--- src/sv/twls_ram.sv ---
// Generic simple dual-port RAM with one write port and one registered read port.
`default_nettype none

module twls_ram #(
  parameter int WIDTH = 8,
  parameter int DEPTH = 16,
  localparam int AW = $clog2(DEPTH)
) (
  input  wire logic             clk,
  input  wire logic             we,
  input  wire logic [AW-1:0]    waddr,
  input  wire logic [WIDTH-1:0] wdata,
  input  wire logic [AW-1:0]    raddr,
  output logic      [WIDTH-1:0] rdata
);

  logic [WIDTH-1:0] mem [DEPTH];

  always_ff @(posedge clk) begin
    if (we) begin
      mem[waddr] <= wdata;
    end
    rdata <= mem[raddr];
  end

endmodule

`default_nettype wire

--- config.mk ---
export PLATFORM = sky130hd
export DESIGN_NAME = twls_ram
export DESIGN_NICKNAME = d
export VERILOG_FILES = /design/src/sv/twls_ram.sv
export SDC_FILE = /design/constraint.sdc
export NUM_CORES = 1
export LEC_CHECK = 0
export BUFFER_PORTS_ARGS = -buffer_cell sky130_fd_sc_hd__buf_4
export CAP_MARGIN = 20
export CORE_MARGIN = 4
export CORE_UTILIZATION = 45
export DETAILED_ROUTE_END_ITERATION = 16
export HOLD_SLACK_MARGIN = 0.12
export PLACE_DENSITY_LB_ADDON = 0.2
export SLEW_MARGIN = 20
export SYNTH_ARGS = -nofsm -noshare
export SYNTH_HDL_FRONTEND = slang
export SYNTH_SLANG_ARGS = --single-unit
--- constraint.sdc ---
create_clock -name clk -period 4.18 [get_ports clk]
set_clock_uncertainty 0.2 [all_clocks]
set_input_delay 0.627 -clock clk [delete_from_list [all_inputs] [get_ports clk]]
set_output_delay 0.627 -clock clk [all_outputs]
set_load 0.02 [all_outputs]
After elaboration in Yosys (flattened, before gate mapping)
Memories as Yosys holds them, arrays and structs flattened. A register that Yosys moved wholly into a read port is not among the register bits.
Cells that the tools add are included.
{"block": "op_classes", "n_mux": 2}
{"operator": "2-to-1 mux 1 bit", "n": 2}
{"block": "totals", "reg_bits": 0, "memories": 1, "ram_bits": 128, "wordCells": 3}
{"memory": "mem", "words": 16, "width": 8, "rd": 1, "rd_ports_with_merged_regs": 1, "write_ports": 1, "line": "17", "text": "logic [WIDTH-1:0] mem [DEPTH];"}

Depth between registers and ports, before layout
{"block": "logic_depth", "ltp_word": 2, "mapped_depth": 5}

Least setup slack after synthesis
OpenSTA, ideal clock, no wires.
{"block": "synth_timing", "path_type": "input -> register", "start": "input waddr[2]", "end": "memory mem[0][0] (enable)", "stages": 2, "arrival_ns": 1.737, "setup_slack_ns": 1.860, "required_ns": 3.597, "setup_ns": 0.383, "cell_sequence": "or3b_2 -> nor3_1"}
{"element": "start: declaration", "line": "11", "text": "input wire logic [AW-1:0] waddr,"}
{"element": "end: declaration", "line": "17"}
Straight into the memory's write port.

Worst setup path after layout
{"block": "layout_timing", "start": "input waddr[2]", "end": "memory mem[0][4] (enable)"}
Straight into the memory's write port.

==> qor.txt <==
drt wl/cell: 23.0 um
Hold Fails Final Rpt: 0
Critical Path AT: 2060 ps
Post-Syn Instances: 229
Worst Max-Slew Pin Slew: 1030 ps
PD cells: 514 nW/um^2
Critical Path Source Type: input pin
status: completed
CTS root buf: clkbuf_16
critical-path cell list: buf_4, or3b_2, nor3_1
critical path class: input pin to flop
fmax: 0.447 GHz
post-synth top area share: 0.747
NumNets Final: 284
setup TNS: 0 ps
IO Pins: 26
Hold-fix buffers, CTS: 0
Initial DRC Count: 191
largest net degree at the start of global routing: 33
CP Max Fanout: 8
Final Cycle Share: 0.535
Max Buffers Root-to-Sink: 2
vias in the first global route: 2351
Setup-failing EPs final: 0
Congestion Overflow GR: 0
Pwr Total: 3090 uW
Netlist cell types: 19
max cap viols: 0
setup bufs post-CTS: 0
most frequent cell after synthesis: edfxtp_1
area delta synth->final: 16.8%
die area: 13200 um^2
Critical Path Sink Type: flop
Slew Limit Fails: 0
Fill cells: 849
top cells by area, synth: edfxtp_1 75%, mux4_2 7.9%, mux4_1 7.1%
post-cts resize count: 0
Rel. slew slack: 0.305
DP HPWL: 5.77 mm
Synth warnings: 0
min Tclk post-route: 2240 ps
gr usage total: 0.158
H-Tree Depth: 4
port bufs: 25
clock latency on the worst-skew pair: 410 ps
CP max stage delay: 810 ps
final non-filler cell total: 419
Die X: 115 um
DR pass1 iterations: 5
CTS clock-pin slew for the worst setup and hold paths: 50 ps
Hold WS: 333 ps
initial core utilization: 0.467
synthesis-stage register bit count: 136
Synth top cells by count: 128 x edfxtp_1, 18 x mux4_2, 16 x a22oi_1
Mapped Avg Cell Area: 22.5 um^2
antenna violations before repair: 0
Seq/Total Area, Yosys: 0.778
DRC: 0
# diodes: 0
CTS tree: yes
Placer Congestion: 0.756
VDD IR max: 0.260 mV
synthesized area: 5150 um^2
CTS sink cnt: 136
row cnt: 38
syn nets: 247
slowest cell on the critical path: nor3_1
Synth area leader: edfxtp_1
Most used DFF post-synth: edfxtp_1
global-route wire length before repair: 14.4 mm
share of layout cells above drive strength 1: 0.269
Req. time, crit path: 4010 ps
RSZ-0062 raised after global routing: false
final WL: 9.62 mm
cell leakage power: 0.00201 uW
Post-synth EDFFs: 128
Post-DRT Antenna Nets: 0
Die Span Y: 115 um
routed via count: 2374
core area: 11000 um^2
hold crit path type: input pin to flop
placed cells: 387
Synth async-reset ratio: 0
CTS Buf Count: 17
vias per inst: 5.67
-- final cells by class --
cell class | instances | area (um^2) | area share
clock buffers | 21 | 460 | 0.0766
clock inverters | 11 | 105 | 0.0175
multi-input cells | 83 | 1060 | 0.176
flip-flops and latches | 136 | 4000 | 0.666
well taps | 140 | 175 | 0.0291
repair buffers | 28 | 210 | 0.0350
-- cells in the final DEF (no fill, tap or decap), types with 2 or more instances in the layout --
master	count
a22oi_1	16
buf_4	28
bufinv_16	2
clkbuf_1	2
clkbuf_16	17
clkbuf_8	2
clkinv_1	2
clkinv_2	6
dfxtp_1	8
edfxtp_1	128
mux4_1	14
mux4_2	18
nand2_1	9
nand2b_1	2
nand3b_1	2
nor2_1	13
nor3_1	4
-- cell families after synthesis --
| family | count (synthesis) | synth area share |
|---|---|---|
| buffers and inverters | 10 | 0.0168 |
| AO/OA/AOI/OAI | 16 | 0.0233 |
| AND/OR/NAND/NOR | 35 | 0.0318 |
| flip-flops | 136 | 0.778 |
| multiplexers | 32 | 0.150 |
-- state kept, by name, indices dropped and copies added (netlist names) --
name and cells:
rdata 8, mem 128
-- critical path, delay by kind of cell --
kind | cells | cell delay, ps
simple gates | 2 | 1310
buf+inv | 1 | 120
-- report_power, final --
| group | internal (uW) | total (uW) | leakage, uW | switching, uW |
|---|---|---|---|---|
| Sequential | 1530 | 1530 | 0.00122 | 9.14 |
| Clock | 897 | 1410 | 0.000281 | 508 |
| Combinational | 64.2 | 151 | 0.000507 | 87.1 |
-- final timing paths --
check | slack [ps] | cells after the start | from | endpoint
setup / recovery | 1940 | 3 | waddr[2] | mem[0][4]
hold / removal | 330 | 1 | wdata[4] | mem[2][4]
setup reg to reg | 2590 | 3 | mem[3][7] | rdata[7]
hold reg to reg | 470 | 3 | mem[12][3] | rdata[3]
-- through the flow --
stage               cell area (um^2)   util  setup WS [ps]
global route                    6010  0.545           1860
finish                          6010  0.545           1940
CTS                             6010  0.545           1940
detailed placement              5450  0.494           1500
floorplan                       5150      -           1860
global placement                5450  0.494           1530
-- per-layer routing --
layer / part of all wire / up-vias / GRT usage
li1: - / 1054 / -
met1: 0.43 / 1224 / 0.219
met2: 0.48 / 83 / 0.238
met3: 0.069 / 13 / 0.0463
met4: 0.017 / 0 / 0.0634
met5: 0 / - / 0
Power figures use the tool's default switching activity.
