===== config.mk =====
export PLATFORM = sky130hd
export DESIGN_NAME = twls_sweep
export DESIGN_NICKNAME = d
export VERILOG_FILES = /design/src/sv/twls_pkg.sv /design/src/sv/twls_sweep.sv
export SDC_FILE = /design/constraint.sdc
export NUM_CORES = 1
export LEC_CHECK = 0
export ABC_AREA = 0
export CAP_MARGIN = 10
export CORE_ASPECT_RATIO = 0.9
export CORE_MARGIN = 5
export CORE_UTILIZATION = 45
export CTS_CLUSTER_SIZE = 14
export DETAILED_ROUTE_END_ITERATION = 10
export DONT_BUFFER_PORTS = 1
export HOLD_SLACK_MARGIN = 0.08
export PLACE_DENSITY_LB_ADDON = 0.15
export SYNTH_ARGS = -nofsm -noshare
export SYNTH_HDL_FRONTEND = slang
export SYNTH_SLANG_ARGS = --single-unit
export TNS_END_PERCENT = 5

===== constraint.sdc =====
create_clock -name clk -period 6.9 [get_ports clk]
set_clock_uncertainty 0.2 [all_clocks]
set_input_delay 1.38 -clock clk [delete_from_list [all_inputs] [get_ports clk]]
set_output_delay 1.38 -clock clk [all_outputs]
set_load 0.05 [all_outputs]

===== src/sv/twls_pkg.sv =====
// Shared types, constants and helper functions for the text window line scroller.
`default_nettype none

package twls_pkg;

  // Screen geometry of the cell store.
  localparam int SCREEN_ROWS = 32;
  localparam int SCREEN_COLS = 128;
  localparam int ROW_AW      = $clog2(SCREEN_ROWS);
  localparam int COL_AW      = $clog2(SCREEN_COLS);
  localparam int ADDR_W      = ROW_AW + COL_AW;
  localparam int MEM_DEPTH   = 2 ** ADDR_W;

  // Row and column sums (window origin plus offset) before the screen check.
  localparam int ROW_SUM_W = 9;
  localparam int COL_SUM_W = 10;
  localparam logic [ROW_SUM_W-1:0] ROW_LIMIT = ROW_SUM_W'(SCREEN_ROWS);
  localparam logic [COL_SUM_W-1:0] COL_LIMIT = COL_SUM_W'(SCREEN_COLS);

  localparam int CODE_W = 21;
  localparam logic [CODE_W-1:0] SPACE_CODE = CODE_W'(32'h20);

  localparam logic [5:0] CURSOR_MAX = 6'd63;
  localparam logic [7:0] COUNT_MAX  = 8'd255;

  // Request opcodes.
  localparam logic [1:0] OP_CHAR  = 2'd0;
  localparam logic [1:0] OP_LINE  = 2'd1;
  localparam logic [1:0] OP_CLEAR = 2'd2;
  localparam logic [1:0] OP_READ  = 2'd3;

  // Configuration register indexes.
  localparam logic [1:0] CFG_WIN_COL    = 2'd0;
  localparam logic [1:0] CFG_WIN_ROW    = 2'd1;
  localparam logic [1:0] CFG_WIN_WIDTH  = 2'd2;
  localparam logic [1:0] CFG_WIN_HEIGHT = 2'd3;

  typedef enum logic [2:0] {
    ST_INIT,
    ST_IDLE,
    ST_DECIDE,
    ST_SWEEP,
    ST_FINISH
  } state_t;

  // Memory access request from the window sweeper.
  typedef struct packed {
    logic              we;
    logic [ADDR_W-1:0] waddr;
    logic [CODE_W-1:0] wdata;
    logic [ADDR_W-1:0] raddr;
  } ram_req_t;

  function automatic logic on_screen(input logic [ROW_SUM_W-1:0] row,
                                     input logic [COL_SUM_W-1:0] col);
    return (row < ROW_LIMIT) && (col < COL_LIMIT);
  endfunction

  function automatic logic [ADDR_W-1:0] cell_addr(input logic [ROW_SUM_W-1:0] row,
                                                  input logic [COL_SUM_W-1:0] col);
    return {row[ROW_AW-1:0], col[COL_AW-1:0]};
  endfunction

  function automatic logic [5:0] row_adv(input logic [5:0] row);
    return (row < CURSOR_MAX) ? row + 6'd1 : row;
  endfunction

  function automatic logic [5:0] row_dec(input logic [5:0] row);
    return (row != 6'd0) ? row - 6'd1 : row;
  endfunction

endpackage

`default_nettype wire


===== src/sv/twls_sweep.sv =====
// Window sweeper: walks the window cell by cell to scroll it up one row or blank it.
`default_nettype none

module twls_sweep (
  input  wire logic                         clk,
  input  wire logic                         rst,
  input  wire logic                         start,
  input  wire logic                         blank_all,
  input  wire logic [6:0]                   win_col,
  input  wire logic [4:0]                   win_row,
  input  wire logic [7:0]                   win_width,
  input  wire logic [5:0]                   win_height,
  input  wire logic [twls_pkg::CODE_W-1:0]  rdata,
  output logic                              busy,
  output twls_pkg::ram_req_t                req
);

  import twls_pkg::*;

  logic              active;
  logic              mode_blank;
  logic [5:0]        row_idx;
  logic [7:0]        col_idx;
  logic              pend;
  logic [ADDR_W-1:0] pend_addr;
  logic              pend_on;
  logic              pend_blank;

  logic [ROW_SUM_W-1:0] dest_row;
  logic [ROW_SUM_W-1:0] src_row;
  logic [COL_SUM_W-1:0] col;
  logic                 last_row;
  logic                 last_col;

  // The source cell one row below is read now and written to the destination
  // in the next cycle, when the registered read data arrives.
  always_comb begin
    dest_row = ROW_SUM_W'(win_row) + ROW_SUM_W'(row_idx);
    src_row  = dest_row + ROW_SUM_W'(1);
    col      = COL_SUM_W'(win_col) + COL_SUM_W'(col_idx);
    last_row = (row_idx == win_height - 6'd1);
    last_col = (col_idx == win_width - 8'd1);
  end

  always_ff @(posedge clk) begin
    if (rst) begin
      active <= 1'b0;
      pend   <= 1'b0;
    end else if (start) begin
      active     <= (win_height != 6'd0) && (win_width != 8'd0);
      mode_blank <= blank_all;
      row_idx    <= 6'd0;
      col_idx    <= 8'd0;
      pend       <= 1'b0;
    end else begin
      pend <= active;
      if (active) begin
        pend_addr  <= cell_addr(dest_row, col);
        pend_on    <= on_screen(dest_row, col);
        pend_blank <= mode_blank || last_row || !on_screen(src_row, col);
        if (last_col) begin
          col_idx <= 8'd0;
          if (last_row) begin
            active <= 1'b0;
          end else begin
            row_idx <= row_idx + 6'd1;
          end
        end else begin
          col_idx <= col_idx + 8'd1;
        end
      end
    end
  end

  always_comb begin
    busy      = active || pend;
    req.we    = pend && pend_on;
    req.waddr = pend_addr;
    req.wdata = pend_blank ? SPACE_CODE : rdata;
    req.raddr = cell_addr(src_row, col);
  end

endmodule

`default_nettype wire


* Word level (Yosys, flattened, before mapping)
Cells that the tools add are included.
** Word-level totals
- Bits in read-only memories :: 0
- RAM bits :: 0
- Bits in latches :: 0
- Memories kept :: 0
- Bits of input ports :: 51
- Output and inout port bits :: 47
- Flip-flop bits (word level) :: 31
** Cells by class
- Bitwise gates (word level) :: 2
- $lt $le $gt $ge :: 3
- Reductions and logical operators :: 17
- $add $sub $neg :: 7
- Div/mod/pow operators :: 0
- Multiplexer cells :: 10
- $mul :: 0
- Equality and inequality tests :: 3
- Shift operators :: 0
** Operators by type and width (count)
- two-way mux 21 bit :: 1
- two-way mux 6 bit :: 3
- two-way mux 8 bit :: 2
- adder 7 x 8 -> 9 bit :: 1
- < comparator 9 x 8 -> 1 bit, second input constant :: 1
- adder 7 x 1 -> 8 bit, second input constant :: 1
- adder 8 x 1 -> 8 bit, second input constant :: 1
- equality test 8 bit :: 1
- < comparator 8 x 6 -> 1 bit, second input constant :: 1
- nonzero test 8 bit :: 1
- subtractor 8 x 1 -> 8 bit, second input constant :: 1
- adder 5 x 6 -> 7 bit :: 1
- < comparator 7 x 6 -> 1 bit, second input constant :: 1
- adder 6 x 1 -> 6 bit, second input constant :: 1
- equality test 6 bit :: 1
- nonzero test 6 bit :: 1
- subtractor 6 x 1 -> 6 bit, second input constant :: 1
- logical AND 1 bit :: 4
- two-way mux 1 bit :: 4
- AND reduction 2 bit :: 2
- AND reduction 4 bit :: 1
- nonzero test 2 bit :: 2
- logical OR 1 bit :: 3
- AND reduction 3 bit :: 1
- other kinds (4) :: 5

* Logic depth before layout (Yosys ltp)
- Word-level depth :: 6
- Gate-level depth with buffers :: 9

* Least setup slack after synthesis
OpenSTA, ideal clock, no wires.
- Path kind :: input port to output port
- From :: input port win_col[0]
- To :: output port req[4] (netlist bit)
- Slack :: 1.959 ns
- Stages :: 6
- Arrival :: 3.361 ns
- Cells stage by stage :: ha_1 inv_1 fa_1 nor2b_1 o21ai_0 a21boi_0
** RTL lines
- from (decl) :: RTL line twls_sweep.sv:9 : input wire logic [6:0] win_col,
- to (decl) :: RTL line twls_sweep.sv:15 : output twls_pkg::ram_req_t req

==> results by group <==
Synthesis
  • Ys async rst share: 0%
  • Post-synthesis register bit count: 31
  • Synth top area share: 36.8%
  • Largest family of logic cells by synthesized area: simple AND/OR/NAND/NOR gates
  • Ys flop type: edfxtp_1
  • Synth warn: 0
  • Simple-Gate Fraction of Synth Area: a little under a quarter
  • Complex-gate fraction of the synthesized area: between 10 and 15%
  • Number of synthesized flops with an enable pin: 29
  • Cell count after synthesis: 240
  • Xor/xnor cell area share of the yosys netlist: approximately 13%
  • Synth unique cells: between 40 and 50
  • Synth area leaders: edfxtp_1, ha_1, nor2b_1, xor2_1, xnor2_1
  • Sequential cell area fraction in the yosys report: between 30% and 40%
  • Mux share of post-synthesis cell area: 0.846%
  • Syn avg cell area: roughly 9.9 µm²
  • Mapped Area: approximately 0.0024 mm²
  • Syn Nets: approximately 310
  • Adder-cell share of the synthesized area: between 10 and 15%
  • Synth area leader: edfxtp_1

Clock tree
  • CTS Buf Count: 5
  • Clock sink count: 31
  • Clk buf depth: 2
  • H-tree lvl count: 2
  • Post-CTS Hold Buffers: 0
  • CTS resizes: 0
  • Root Driver: clkbuf_8
  • Clock latency on the worst-skew pair: ~0.28 ns
  • Reg clk slew, reported paths: around 0.07 ns
  • Setup Fix Bufs, Post-CTS: 0
  • CTS tree: built

Setup path
  • CP Depth: 6
  • Arr. time, crit path: between 3 and 4 ns
  • Critical Path RT: roughly 5.3 ns
  • Crit path kind: input pin to output pin
  • CP most frequent cell: xnor2_1
  • Startpoint class of the critical path: input pin
  • Crit path max-delay family: XOR/XNOR gates
  • CP max stage delay: ~0.90 ns
  • Critical Path, Cell by Cell: ha_1 > fa_1 > a21o_1 > a21oi_1 > xnor2_1 > xnor2_1
  • Worst Path Max Fanout: 3
  • Crit path buf inv count: 0
  • Worst setup EP type: output pin
  • Slowest cell on crit path: xnor2_1
  • Reg2reg path depth: 7

STA
  • Worst slew margin: 21.2%
  • Setup violations, final: 0
  • Setup TNS Final: 0 ns
  • Slew Limit Fails: 0
  • Minimum clock period: about 5 ns
  • Least-Margin Pin Slew: 1.17 ns
  • Fmax: between 150 and 200 MHz
  • Unrepaired setup endpoints after global routing: false
  • Final Hold Vio Count: 0
  • Tcrit/Tclk final: just over 70%

Status
  • Status: complete, no violations

Pwr
  • Clock power share: approximately 28%
  • Sequential power share: between 40% and 50%
  • Comb pwr share: 30.2%
  • Power density cells: approximately 220 mW/mm²
  • Leakage power: slightly below 1 nW
  • Switch share: 37.1%
  • P_sw: about 0.21 mW
  • VDD IR-drop max: approximately 0.073 mV
  • Cell-internal power: between 0.3 and 0.4 mW

Die
  • Row cnt: 25
  • Full die area: just under 0.007 mm²
  • Die Height: 78.8 µm
  • Die width: between 80 and 90 µm
  • Top Ports: between 90 and 100
  • Core region area: a little over 0.005 mm²
  • Initial Utilization: between 40% and 50%

Drt
  • Routed wire length: 4910 µm
  • Initial DRC count: 29
  • DR DRC count: 0
  • DRT Pass-1 Iters: 4
  • Detailed-route vias per instance: around 5.5
  • Antenna Nets Post-Route: 0
  • Routed wire per std cell: around 16 µm
  • Via count: about 1700

Job
  • Max-cap violations: 0

Global route
  • Total gr overflow: 0
  • Global-route wire length before repair: 7630 µm
  • Vias in the first global route: approximately 1600
  • Initial antenna violation count: 0
  • Total GRT Usage: around 14%
  • Largest net degree at the start of global routing: 22

Layout
  • Nets@finish: approximately 320
  • Layout cells sized above 1: under 10%
  • Ant diodes: 0
  • Area growth syn-to-layout: 7.35%
  • Final core occ: between 40% and 50%

Hold path
  • WHS Path Cells: 1
  • Worst hold path type: register to register

Placed design
  • Final HPWL DP: 4090 µm
  • PortBufs: 0
  • RePlAce Congestion: about 0.74
[power by group through the flow]
| stage | Clock (mW) | Sequential, mW | Combinational, mW |
|---|---|---|---|
| floorplan | 0 | 0.237 | 0.157 |
| global placement | 0 | 0.241 | 0.171 |
| detailed placement | 0 | 0.242 | 0.173 |
| CTS | 0.162 | 0.238 | 0.173 |
| global route | 0.171 | 0.239 | 0.185 |
| finish | 0.157 | 0.237 | 0.171 |
[kinds of logic (layout without fill, tap and decap cells)]
kind of cell,after synthesis,in the layout
XOR/XNOR,34,34
flip-flops,31,31
AO/OA/AOI/OAI,34,34
adder cells (fa/ha/maj),20,20
multiplexers,2,2
AND/OR/NAND/NOR,102,102
buffers and inverters,17,22
[worst paths after layout]
kind	start	end	slack (ns)
worst min-delay path	active	pend	0.30
worst max-delay path	win_row[0]	req[11]	1.89
worst max register to register	col_idx[0]	pend_addr[6]	3.81
worst min register to register	active	pend	0.30
[area by class of cell]
cell class | instances | area [µm²]
fill | 481 | 2650
timing repair buffer | 2 | 15.0
tap | 67 | 83.8
multi-input combinational | 192 | 1380
clock buffer | 7 | 96.3
sequential | 31 | 911
inverter | 12 | 45.0
clock inverter | 1 | 7.51
[layer usage]
metal / global-route usage, % / up-vias / part of all wire (%)
met4: 6.54 / 0 / 1.5
met1: 18.1 / 758 / 42
met5: 0 / - / 0
li1: - / 862 / -
met3: 4.15 / 8 / 11
met2: 22.6 / 86 / 45
[worst register-to-register path, delay by kind of cell, from the launching register on]
family	cells	cell delay, ns
simple gates	1	0.16
compound gates	2	0.29
flops	1	0.50
xor+xnor	1	0.87
fa+ha+maj	2	0.65
buf+inv	1	0.07
[cells in the mapped netlist, types with 2 or more instances]
cell type  number
or2_2           2
o31ai_1         2
a21o_1          2
mux2i_1         2
xnor2_1        16
dfxtp_1         2
ha_1           18
a211oi_1        4
edfxtp_1       29
nor3b_1         5
and2_1          2
inv_1          12
o21ai_0         7
nand3_1        13
nand2_1         4
nor2b_1        27
clkbuf_1        3
nor3_1          4
a21oi_1         4
xor2_1         18
o21bai_1        3
nor2_1         31
or3_1           2
o21a_1          2
fa_1            2
and3_1          5
buf_6           2
[state kept, by name (all words and copies together), names as in the netlist]
name and flops:
mode_blank 1, pend_addr 12, pend 1, active 1
pend_blank 1, col_idx 8, pend_on 1, row_idx 6
[layout by cell type, fill, tap and decap left out, types with 2 or more instances in the layout]
master and n:
nand2_1 4, o21bai_1 3, or2_2 2, o31ai_1 2, xor2_1 18, dfxtp_1 2, buf_4 2, ha_1 18
o21a_1 2, and3_1 5, a21oi_1 4, mux2i_1 2, a21o_1 2, nand3_1 13, a211oi_1 4, o21ai_0 7
edfxtp_1 29, and2_1 2, or3_1 2, nor3b_1 4, xnor2_1 16, inv_1 12, nor2b_1 27, nor2_1 31
nor3_1 4, fa_1 2, clkbuf_8 7
[per-stage QoR]
step                hold slack (ns)  std cells  area (µm²)  worst slack, ns  total power [mW]
floorplan                     0.270        240        2370             1.96             0.395
CTS                           0.309        312        2540             1.89             0.573
global placement              0.292        304        2440             1.91             0.413
detailed placement            0.298        304        2440             1.89             0.414
global route                  0.332        312        2540             1.80             0.595
finish                        0.302        312        2540             1.89             0.566
(Power assumes the default switching activity.)
